File: src/sv/ecsc_pkg.sv
// ecsc_pkg: types, codes and reset constants for the EV charge session controller.
// Used by ecsc_step and ev_charge_session_controller; depends on nothing.
`timescale 1ns / 1ps
`default_nettype none

package ecsc_pkg;

  // Field widths
  localparam int unsigned CurW   = 10;
  localparam int unsigned TempW  = 12;
  localparam int unsigned ReqW   = 11;
  localparam int unsigned VehW   = 3;
  localparam int unsigned CfgIdxW = 2;
  localparam int unsigned CfgDatW = 12;

  // Register reset values
  localparam logic [CurW-1:0]         MaxCurrentRst   = 10'd320;
  localparam logic signed [TempW-1:0] OverheatTempRst = 12'sd600;
  localparam logic [CurW-1:0]         FloorCurrentRst = 10'd60;

  typedef enum logic [1:0] {
    CMD_TICK  = 2'd0,
    CMD_START = 2'd1,
    CMD_STOP  = 2'd2,
    CMD_LIMIT = 2'd3
  } cmd_e;

  typedef enum logic [1:0] {
    CS_READY    = 2'd0,
    CS_CHARGING = 2'd1,
    CS_OVERHEAT = 2'd2
  } charge_e;

  typedef enum logic [1:0] {
    RLY_NONE     = 2'd0,
    RLY_OPEN     = 2'd1,
    RLY_OPEN_NOW = 2'd2,
    RLY_CLOSE    = 2'd3
  } relay_e;

  typedef enum logic [1:0] {
    STS_OK           = 2'd0,
    STS_ALREADY      = 2'd1,
    STS_NOT_PLUGGED  = 2'd2,
    STS_NOT_CHARGING = 2'd3
  } status_e;

  typedef enum logic [1:0] {
    REG_MAX_CURRENT   = 2'd0,
    REG_OVERHEAT_TEMP = 2'd1,
    REG_FLOOR_CURRENT = 2'd2
  } reg_idx_e;

  // Vehicle state codes
  localparam logic [VehW-1:0] VehNone      = 3'd0;
  localparam logic [VehW-1:0] VehConnected = 3'd1;
  localparam logic [VehW-1:0] VehReady     = 3'd2;
  localparam logic [VehW-1:0] VehReadyVent = 3'd3;

  typedef struct packed {
    logic [CurW-1:0]         max_current;
    logic signed [TempW-1:0] overheat_temp;
    logic [CurW-1:0]         floor_current;
  } cfg_t;

  typedef struct packed {
    logic [1:0]              charge;
    logic [VehW-1:0]         vehicle;
    logic [CurW-1:0]         limit;
    logic                    pilot;
  } sess_t;

  typedef struct packed {
    logic [1:0]              cmd;
    logic [VehW-1:0]         vehicle;
    logic signed [TempW-1:0] temperature;
    logic signed [ReqW-1:0]  limit_request;
  } word_t;

  typedef struct packed {
    logic [1:0]              relay;
    logic [1:0]              status;
    logic                    state_changed;
    logic                    vehicle_changed;
  } evt_t;

  function automatic logic plugged(logic [VehW-1:0] vs);
    return (vs == VehConnected) || (vs == VehReady) || (vs == VehReadyVent);
  endfunction

endpackage

`default_nettype wire

File: src/sv/ecsc_step.sv
// ecsc_step: combinational decision for one event word against the session state.
// Depends on ecsc_pkg.
`timescale 1ns / 1ps
`default_nettype none

module ecsc_step (
  input  ecsc_pkg::cfg_t  cfg_i,
  input  ecsc_pkg::sess_t sess_i,
  input  ecsc_pkg::word_t word_i,
  output ecsc_pkg::sess_t sess_o,
  output ecsc_pkg::evt_t  evt_o
);

  logic [ecsc_pkg::CurW-1:0] lim_clamped;
  logic                      apply;
  logic                      stopped;
  logic [1:0]                rly_last;
  logic                      req_over;

  // Clamp the requested limit to 0 .. max_current
  assign req_over = word_i.limit_request[ecsc_pkg::ReqW-2:0] > cfg_i.max_current;
  always_comb begin
    if (word_i.limit_request[ecsc_pkg::ReqW-1]) begin
      lim_clamped = '0;
    end else if (req_over) begin
      lim_clamped = cfg_i.max_current;
    end else begin
      lim_clamped = word_i.limit_request[ecsc_pkg::CurW-1:0];
    end
  end

  // Event decision, then limit application on the updated state
  always_comb begin
    sess_o   = sess_i;
    evt_o    = '0;
    apply    = 1'b0;
    stopped  = 1'b0;
    rly_last = ecsc_pkg::RLY_NONE;

    unique case (ecsc_pkg::cmd_e'(word_i.cmd))
      ecsc_pkg::CMD_TICK: begin
        if ((word_i.temperature >= cfg_i.overheat_temp) &&
            (sess_i.charge != ecsc_pkg::CS_OVERHEAT)) begin
          stopped = 1'b1;
          if (sess_i.charge == ecsc_pkg::CS_CHARGING) evt_o.state_changed = 1'b1;
          sess_o.charge = ecsc_pkg::CS_OVERHEAT;
        end
        if (word_i.vehicle != sess_i.vehicle) begin
          sess_o.vehicle = word_i.vehicle;
          if (!ecsc_pkg::plugged(word_i.vehicle) &&
              (sess_o.charge == ecsc_pkg::CS_CHARGING)) begin
            stopped             = 1'b1;
            sess_o.charge       = ecsc_pkg::CS_READY;
            evt_o.state_changed = 1'b1;
          end
          apply                 = 1'b1;
          evt_o.vehicle_changed = 1'b1;
        end
      end
      ecsc_pkg::CMD_START: begin
        if (sess_i.charge == ecsc_pkg::CS_CHARGING) begin
          evt_o.status = ecsc_pkg::STS_ALREADY;
        end else if (!ecsc_pkg::plugged(sess_i.vehicle)) begin
          evt_o.status = ecsc_pkg::STS_NOT_PLUGGED;
        end else begin
          sess_o.charge       = ecsc_pkg::CS_CHARGING;
          apply               = 1'b1;
          evt_o.state_changed = 1'b1;
        end
      end
      ecsc_pkg::CMD_STOP: begin
        stopped = 1'b1;
        if (sess_i.charge != ecsc_pkg::CS_CHARGING) begin
          evt_o.status = ecsc_pkg::STS_NOT_CHARGING;
        end else begin
          sess_o.charge       = ecsc_pkg::CS_READY;
          evt_o.state_changed = 1'b1;
        end
      end
      ecsc_pkg::CMD_LIMIT: begin
        if (lim_clamped != sess_i.limit) begin
          sess_o.limit = lim_clamped;
          apply        = 1'b1;
        end
      end
      default: ;
    endcase

    // Advertise or go to standby
    if (apply) begin
      if (ecsc_pkg::plugged(sess_o.vehicle) && (sess_o.limit >= cfg_i.floor_current)) begin
        sess_o.pilot = 1'b1;
        if ((sess_o.charge == ecsc_pkg::CS_CHARGING) &&
            ((sess_o.vehicle == ecsc_pkg::VehReady) ||
             (sess_o.vehicle == ecsc_pkg::VehReadyVent))) begin
          rly_last = ecsc_pkg::RLY_CLOSE;
        end else begin
          rly_last = ecsc_pkg::RLY_OPEN;
        end
      end else begin
        sess_o.pilot = 1'b0;
        rly_last     = ecsc_pkg::RLY_OPEN;
      end
    end

    // Any stop this step wins over the last open or close
    evt_o.relay = stopped ? ecsc_pkg::RLY_OPEN_NOW : rly_last;
  end

endmodule

`default_nettype wire

File: src/sv/ev_charge_session_controller.sv
// ev_charge_session_controller: top level with input register, session state and result register.
// Depends on ecsc_pkg and ecsc_step.
//
//  channel | handshake                | payload
//  --------+--------------------------+-------------------------------------------------
//  cfg     | cfg_valid_i / cfg_ready_o | cfg_index_i, cfg_data_i
//  in      | in_valid_i / in_ready_o   | cmd_i, pilot_vehicle_state_i, temperature_i,
//          |                          | limit_request_i
//  out     | out_valid_o / out_ready_i | relay_cmd_o .. vehicle_changed_o
//
// One word per cycle sustained while results are taken; a word lands in the input
// register, and the session state and result register update together when it
// advances to the result stage, which then drives the outputs.
// The input register keeps taking words while a result waits, until both stages
// are full. Reset clears the handshake state, the session state and the
// configuration registers to their reset values. cfg_ready_o is always high.
`timescale 1ns / 1ps
`default_nettype none

module ev_charge_session_controller (
  input  wire logic                                  clk_i,
  input  wire logic                                  rst_ni,
  // configuration
  input  wire logic                                  cfg_valid_i,
  output logic                                       cfg_ready_o,
  input  wire logic [ecsc_pkg::CfgIdxW-1:0]          cfg_index_i,
  input  wire logic [ecsc_pkg::CfgDatW-1:0]          cfg_data_i,
  // event words
  input  wire logic                                  in_valid_i,
  output logic                                       in_ready_o,
  input  wire logic [1:0]                            cmd_i,
  input  wire logic [ecsc_pkg::VehW-1:0]             pilot_vehicle_state_i,
  input  wire logic signed [ecsc_pkg::TempW-1:0]     temperature_i,
  input  wire logic signed [ecsc_pkg::ReqW-1:0]      limit_request_i,
  // results
  output logic                                       out_valid_o,
  input  wire logic                                  out_ready_i,
  output logic [1:0]                                 relay_cmd_o,
  output logic                                       pilot_advertise_o,
  output logic [ecsc_pkg::CurW-1:0]                  limit_now_o,
  output logic [1:0]                                 charge_state_out_o,
  output logic [ecsc_pkg::VehW-1:0]                  vehicle_state_out_o,
  output logic [1:0]                                 status_o,
  output logic                                       state_changed_o,
  output logic                                       vehicle_changed_o
);

  ecsc_pkg::cfg_t  cfg_q;
  ecsc_pkg::sess_t sess_q, sess_d;
  ecsc_pkg::word_t word_q;
  ecsc_pkg::evt_t  evt_d, evt_q;
  logic            in_vld_q, out_vld_q;
  logic            advance;

  // Configuration writes
  assign cfg_ready_o = 1'b1;
  always_ff @(posedge clk_i or negedge rst_ni) begin
    if (!rst_ni) begin
      cfg_q.max_current   <= ecsc_pkg::MaxCurrentRst;
      cfg_q.overheat_temp <= ecsc_pkg::OverheatTempRst;
      cfg_q.floor_current <= ecsc_pkg::FloorCurrentRst;
    end else if (cfg_valid_i && cfg_ready_o) begin
      unique case (cfg_index_i)
        ecsc_pkg::REG_MAX_CURRENT:   cfg_q.max_current   <= cfg_data_i[ecsc_pkg::CurW-1:0];
        ecsc_pkg::REG_OVERHEAT_TEMP: cfg_q.overheat_temp <= $signed(cfg_data_i);
        ecsc_pkg::REG_FLOOR_CURRENT: cfg_q.floor_current <= cfg_data_i[ecsc_pkg::CurW-1:0];
        default: ;
      endcase
    end
  end

  // Pipeline flow: word moves to the result stage when that stage is free or its result is being taken
  assign advance    = in_vld_q && (!out_vld_q || out_ready_i);
  assign in_ready_o = !in_vld_q || advance;

  always_ff @(posedge clk_i or negedge rst_ni) begin
    if (!rst_ni) begin
      in_vld_q <= 1'b0;
    end else if (in_ready_o) begin
      in_vld_q <= in_valid_i;
    end
  end

  always_ff @(posedge clk_i) begin
    if (in_valid_i && in_ready_o) begin
      word_q.cmd           <= cmd_i;
      word_q.vehicle       <= pilot_vehicle_state_i;
      word_q.temperature   <= temperature_i;
      word_q.limit_request <= limit_request_i;
    end
  end

  ecsc_step u_step (
    .cfg_i  (cfg_q),
    .sess_i (sess_q),
    .word_i (word_q),
    .sess_o (sess_d),
    .evt_o  (evt_d)
  );

  // Session state
  always_ff @(posedge clk_i or negedge rst_ni) begin
    if (!rst_ni) begin
      sess_q.charge  <= ecsc_pkg::CS_READY;
      sess_q.vehicle <= ecsc_pkg::VehNone;
      sess_q.limit   <= ecsc_pkg::MaxCurrentRst;
      sess_q.pilot   <= 1'b0;
    end else if (advance) begin
      sess_q <= sess_d;
    end
  end

  // Result register
  always_ff @(posedge clk_i or negedge rst_ni) begin
    if (!rst_ni) begin
      out_vld_q <= 1'b0;
    end else if (advance) begin
      out_vld_q <= 1'b1;
    end else if (out_ready_i) begin
      out_vld_q <= 1'b0;
    end
  end

  always_ff @(posedge clk_i) begin
    if (advance) begin
      evt_q <= evt_d;
    end
  end

  assign out_valid_o         = out_vld_q;
  assign relay_cmd_o         = evt_q.relay;
  assign status_o            = evt_q.status;
  assign state_changed_o     = evt_q.state_changed;
  assign vehicle_changed_o   = evt_q.vehicle_changed;
  assign pilot_advertise_o   = sess_q.pilot;
  assign limit_now_o         = sess_q.limit;
  assign charge_state_out_o  = sess_q.charge;
  assign vehicle_state_out_o = sess_q.vehicle;

  // Checks
  a_pilot_needs_vehicle : assert property (@(posedge clk_i) disable iff (!rst_ni)
    sess_q.pilot |-> ecsc_pkg::plugged(sess_q.vehicle))
    else $error("pilot advertising without a connected vehicle");

  a_stop_opens_now : assert property (@(posedge clk_i) disable iff (!rst_ni)
    (out_vld_q && evt_q.state_changed && (sess_q.charge != ecsc_pkg::CS_CHARGING))
    |-> (evt_q.relay == ecsc_pkg::RLY_OPEN_NOW))
    else $error("charging ended without immediate relay open");

  a_close_when_charging : assert property (@(posedge clk_i) disable iff (!rst_ni)
    (out_vld_q && (evt_q.relay == ecsc_pkg::RLY_CLOSE))
    |-> ((sess_q.charge == ecsc_pkg::CS_CHARGING) && sess_q.pilot))
    else $error("relay closed outside charging");

  a_stall_only_full : assert property (@(posedge clk_i) disable iff (!rst_ni)
    !in_ready_o |-> (in_vld_q && out_vld_q && !out_ready_i))
    else $error("input stalled with room in the pipeline");

endmodule

`default_nettype wire

File: config.mk
export PLATFORM = sky130hd
export DESIGN_NAME = ev_charge_session_controller
export DESIGN_NICKNAME = d
export VERILOG_FILES = /design/src/sv/ecsc_pkg.sv /design/src/sv/ecsc_step.sv /design/src/sv/ev_charge_session_controller.sv
export SDC_FILE = /design/constraint.sdc
export NUM_CORES = 1
export LEC_CHECK = 0
export ABC_AREA = 1
export BUFFER_PORTS_ARGS = -buffer_cell sky130_fd_sc_hd__buf_4
export CORE_MARGIN = 3
export CORE_UTILIZATION = 40
export CTS_CLUSTER_SIZE = 14
export DETAILED_ROUTE_END_ITERATION = 6
export GPL_TIMING_DRIVEN = 0
export PLACE_DENSITY_LB_ADDON = 0.05
export SKIP_LAST_GASP = 1
export SLEW_MARGIN = 30
export SYNTH_ARGS = -nofsm -noshare
export SYNTH_HDL_FRONTEND = slang
export SYNTH_SLANG_ARGS = --single-unit
File: constraint.sdc
create_clock -name clk_i -period 7.26 [get_ports clk_i]
set_input_delay 0.363 -clock clk_i [delete_from_list [all_inputs] [get_ports clk_i]]
set_output_delay 0.363 -clock clk_i [all_outputs]
set_load 0.005 [all_outputs]
==> impl_results.md <==
- Status: completed
- DP Wirelength: ~8200 um
- Largest net degree at the start of global routing: 51
- Drt total wl: 10900 um
- #FFs+latches synth: 84
- # H-tree levels: 3
- Die area: approximately 13000 um2
- Initial antenna violation count: 0
- Final cycle utilization of the critical path: 0.480
- Synth unique cells: 34
- Die extent in y: between 100 and 150 um
- CP delay by family, top: simple AND/OR/NAND/NOR gates
- Hold_ws: around 0.047 ns
- DR WL/cell: 14.1 um
- Worst path slowest cell: dfstp_2
- CP Launch Type: flip-flop
- CTS tree: yes
- Tmin final: approximately 3.5 ns
- Crit path capture type: flip-flop
- DR pass1 iterations: 4
- Slowest stage delay, CP: 0.53 ns
- Worst min path class: primary input to asynchronous set/reset pin
- Syn Area/Cell: 8.70 um2
- CTS buffer count: 9
- Syn Inst Count: approximately 540
- CTS resizes: 0
- Core box area: around 11000 um2
- Slew headroom: 0.481
- Peak VDD IR: just under 0.2 mV
- Vias in the first global route: between 3000 and 4000
- Max Slew Vio Count: 0
- Final Wtd Congestion: approximately 0.86
- Tightest Pin Transition: ~0.8 ns
- Final Hold Vio Count: 0
- Max_cap viols: 0
- CTS Hold Bufs: 0
- CP Data Required Time: ~7.4 ns
- Layout area overhead: 21.8%
- Clk sink count: 84
- Post-synth EDFFs: 34
- Final core utilization: 0.503
- Final net count: 709
- CTS max path bufs: 2
- Root buffer cell: clkbuf_16
- Leading cell type in the layout, fill and taps excluded: nand2_1
- I/O pins: 72
- Site Rows: 39
- Syn Nets: 628
- Drt drc: 0
- Grt total ovfl: 0
- Most frequent CP cell: nand2_1
- Initial DRC count: 157
- Netlist Area Pre-Place: about 4700 um2
- Cell Pwr Density: roughly 300 nW/um2
- P_leak: between 2 and 3 nW
- Yosys top cell area share: 0.216
- Setup repair bufs after CTS: 0
- Sequential element share of the synthesized area: 0.483
- Final setup vio count: 0
- Largest area contributor in the netlist: edfxtp_1
- Vias per cell: slightly below 5
- Reg clk slew, reported paths: 0.07 ns
- CP Max Fanout: 10
- Tot Pwr: ~1.7 mW
- Synthesis Warnings: 0
- Ranking of synthesized cells by area: edfxtp_1 22%, dfrtp_1 20%, ha_1 9.8%, nand2_1 9.4%, inv_1 7.3%
- Buf+Inv Stages, Crit Path: 5
- Critical path arrival: 3.58 ns
- Setup Skew: approximately 0.014 ns
- Total negative slack: 0 ns
- Clk_lat worst skew: ~0.35 ns
- Initial cell density of the core: 0.413
- RSZ-0062 raised after global routing: no
- Max Clock Freq: roughly 290 MHz
- First-pass GRT wire length: roughly 18000 um
- Die Width: between 100 and 150 um
- Worst-path cell chain: inv_1 > ha_1 > nand2_2 > inv_2 > a21oi_2 > nand3_4 > nand2_4 > buf_6 > inv_4 > nand2_2 > nand3_1 > a21oi_1 > ha_1 > nand2_1 > nor2_1 > a211oi_1 > nand4_1 > nand2_1 > inv_1 > nand3_1 > nand2_1
- Routed Antenna Nets: 0
- Most frequent cells in the layout: 119 x nand2_1, 91 x inv_1, 74 x buf_4
- # diodes: 0
- Share of cells above drive strength 1: 0.214
- Buffers on Ports: 70
- Ys flop type: dfrtp_1
- DR vias: 3753
- GRT Total Usage: 0.180
- Async S/R FF share, synth: 0.595
- Crit path kind: flip-flop to flip-flop
[power breakdown]
| group | switching [mW] | total [mW] | internal, mW |
|---|---|---|---|
| clock network | 0.202 | 0.495 | 0.293 |
| logic | 0.319 | 0.549 | 0.229 |
| registers | 0.0692 | 0.665 | 0.596 |
[sequential cells by signal, summed over array words and instances, names as in the netlist]
| name | count |
|---|---|
| cfg_q | 32 |
| charge_state_out_o | 2 |
| in_vld_q | 1 |
| limit_now_o | 10 |
| out_valid_o | 1 |
| pilot_advertise_o | 1 |
| relay_cmd_o | 2 |
| state_changed_o | 1 |
| status_o | 2 |
| vehicle_changed_o | 1 |
| vehicle_state_out_o | 3 |
| word_q | 28 |
[through the flow]
step	setup slack (ns)	instances	cell area (um2)
after floorplan	4.32	544	4730
after global placement	3.88	757	5440
after detailed placement	3.82	757	5440
after CTS	3.79	773	5760
after global routing	3.52	773	5760
final	3.78	773	5760
[worst register-to-register path: cells and delay by family (launching register included)]
kind                       cells  cell delay (ns)
and+or+nand+nor               11             1.02
buffers and inverters          5             0.41
adders and majority gates      2             0.62
DFF                            1             0.53
AOI/OAI and AO/OA              3             0.65
[cells in the mapped netlist (all sizes together) (2+ instances only)]
| master | count |
|---|---|
| dfrtp | 38 |
| a21oi | 28 |
| a211oi | 2 |
| dfstp | 12 |
| nor4 | 2 |
| xnor2 | 3 |
| nand2 | 134 |
| o211ai | 2 |
| buf | 5 |
| o21ai | 55 |
| nor2 | 33 |
| nand3 | 32 |
| edfxtp | 34 |
| clkbuf | 10 |
| ha | 37 |
| nand4 | 15 |
| inv | 95 |
[layout make-up]
cell class	count	area, um2
buffer	15	78.8
clock buffer	10	250
clock inverter	6	76.3
fill	1100	5700
inverter	95	359
multi-input combinational	350	2010
sequential	84	2290
tap	143	179
timing repair buffer	70	526
[layer usage]
metal	track usage	wire length (um)
met1	0.240	5130
met2	0.287	5110
met3	0.0526	529
met4	0.0501	145
met5	0	0
[path summary, 6_finish.rpt]
| kind | startpoint | end | slack (ns) | depth (start not counted) |
|---|---|---|---|---|
| worst max-delay path | cfg_q[30]$_DFFE_PN1P_ | relay_cmd_o[1]$_SDFFCE_PP1P_ | 3.78 | 21 |
| worst min-delay path | rst_ni | limit_now_o[5]$_DFFE_PN0P_ | 0.05 | 1 |
| worst max register to register | cfg_q[30]$_DFFE_PN1P_ | relay_cmd_o[1]$_SDFFCE_PP1P_ | 3.78 | 21 |
| worst min register to register | pilot_advertise_o$_DFFE_PN0P_ | pilot_advertise_o$_DFFE_PN0P_ | 0.48 | 2 |
| max in group asynchronous | rst_ni | limit_now_o[9]$_DFFE_PN0P_ | 6.74 | 1 |
| min in group clk_i | limit_request_i[4] | word_q[4]$_DFFE_PP_ | 0.18 | 1 |
[cells by family (layout without fill, tap and decap cells)]
logic type,count (synthesis),after routing,synth area share
fa+ha+maj,37,37,0.0978
xor+xnor,3,3,0.00555
buf+inv,110,196,0.0925
flops,84,84,0.483
other cells,1,1,0.000792
compound gates,89,89,0.0992
simple gates,219,219,0.219
mux,1,1,0.00212
(Power assumes the default switching activity.)
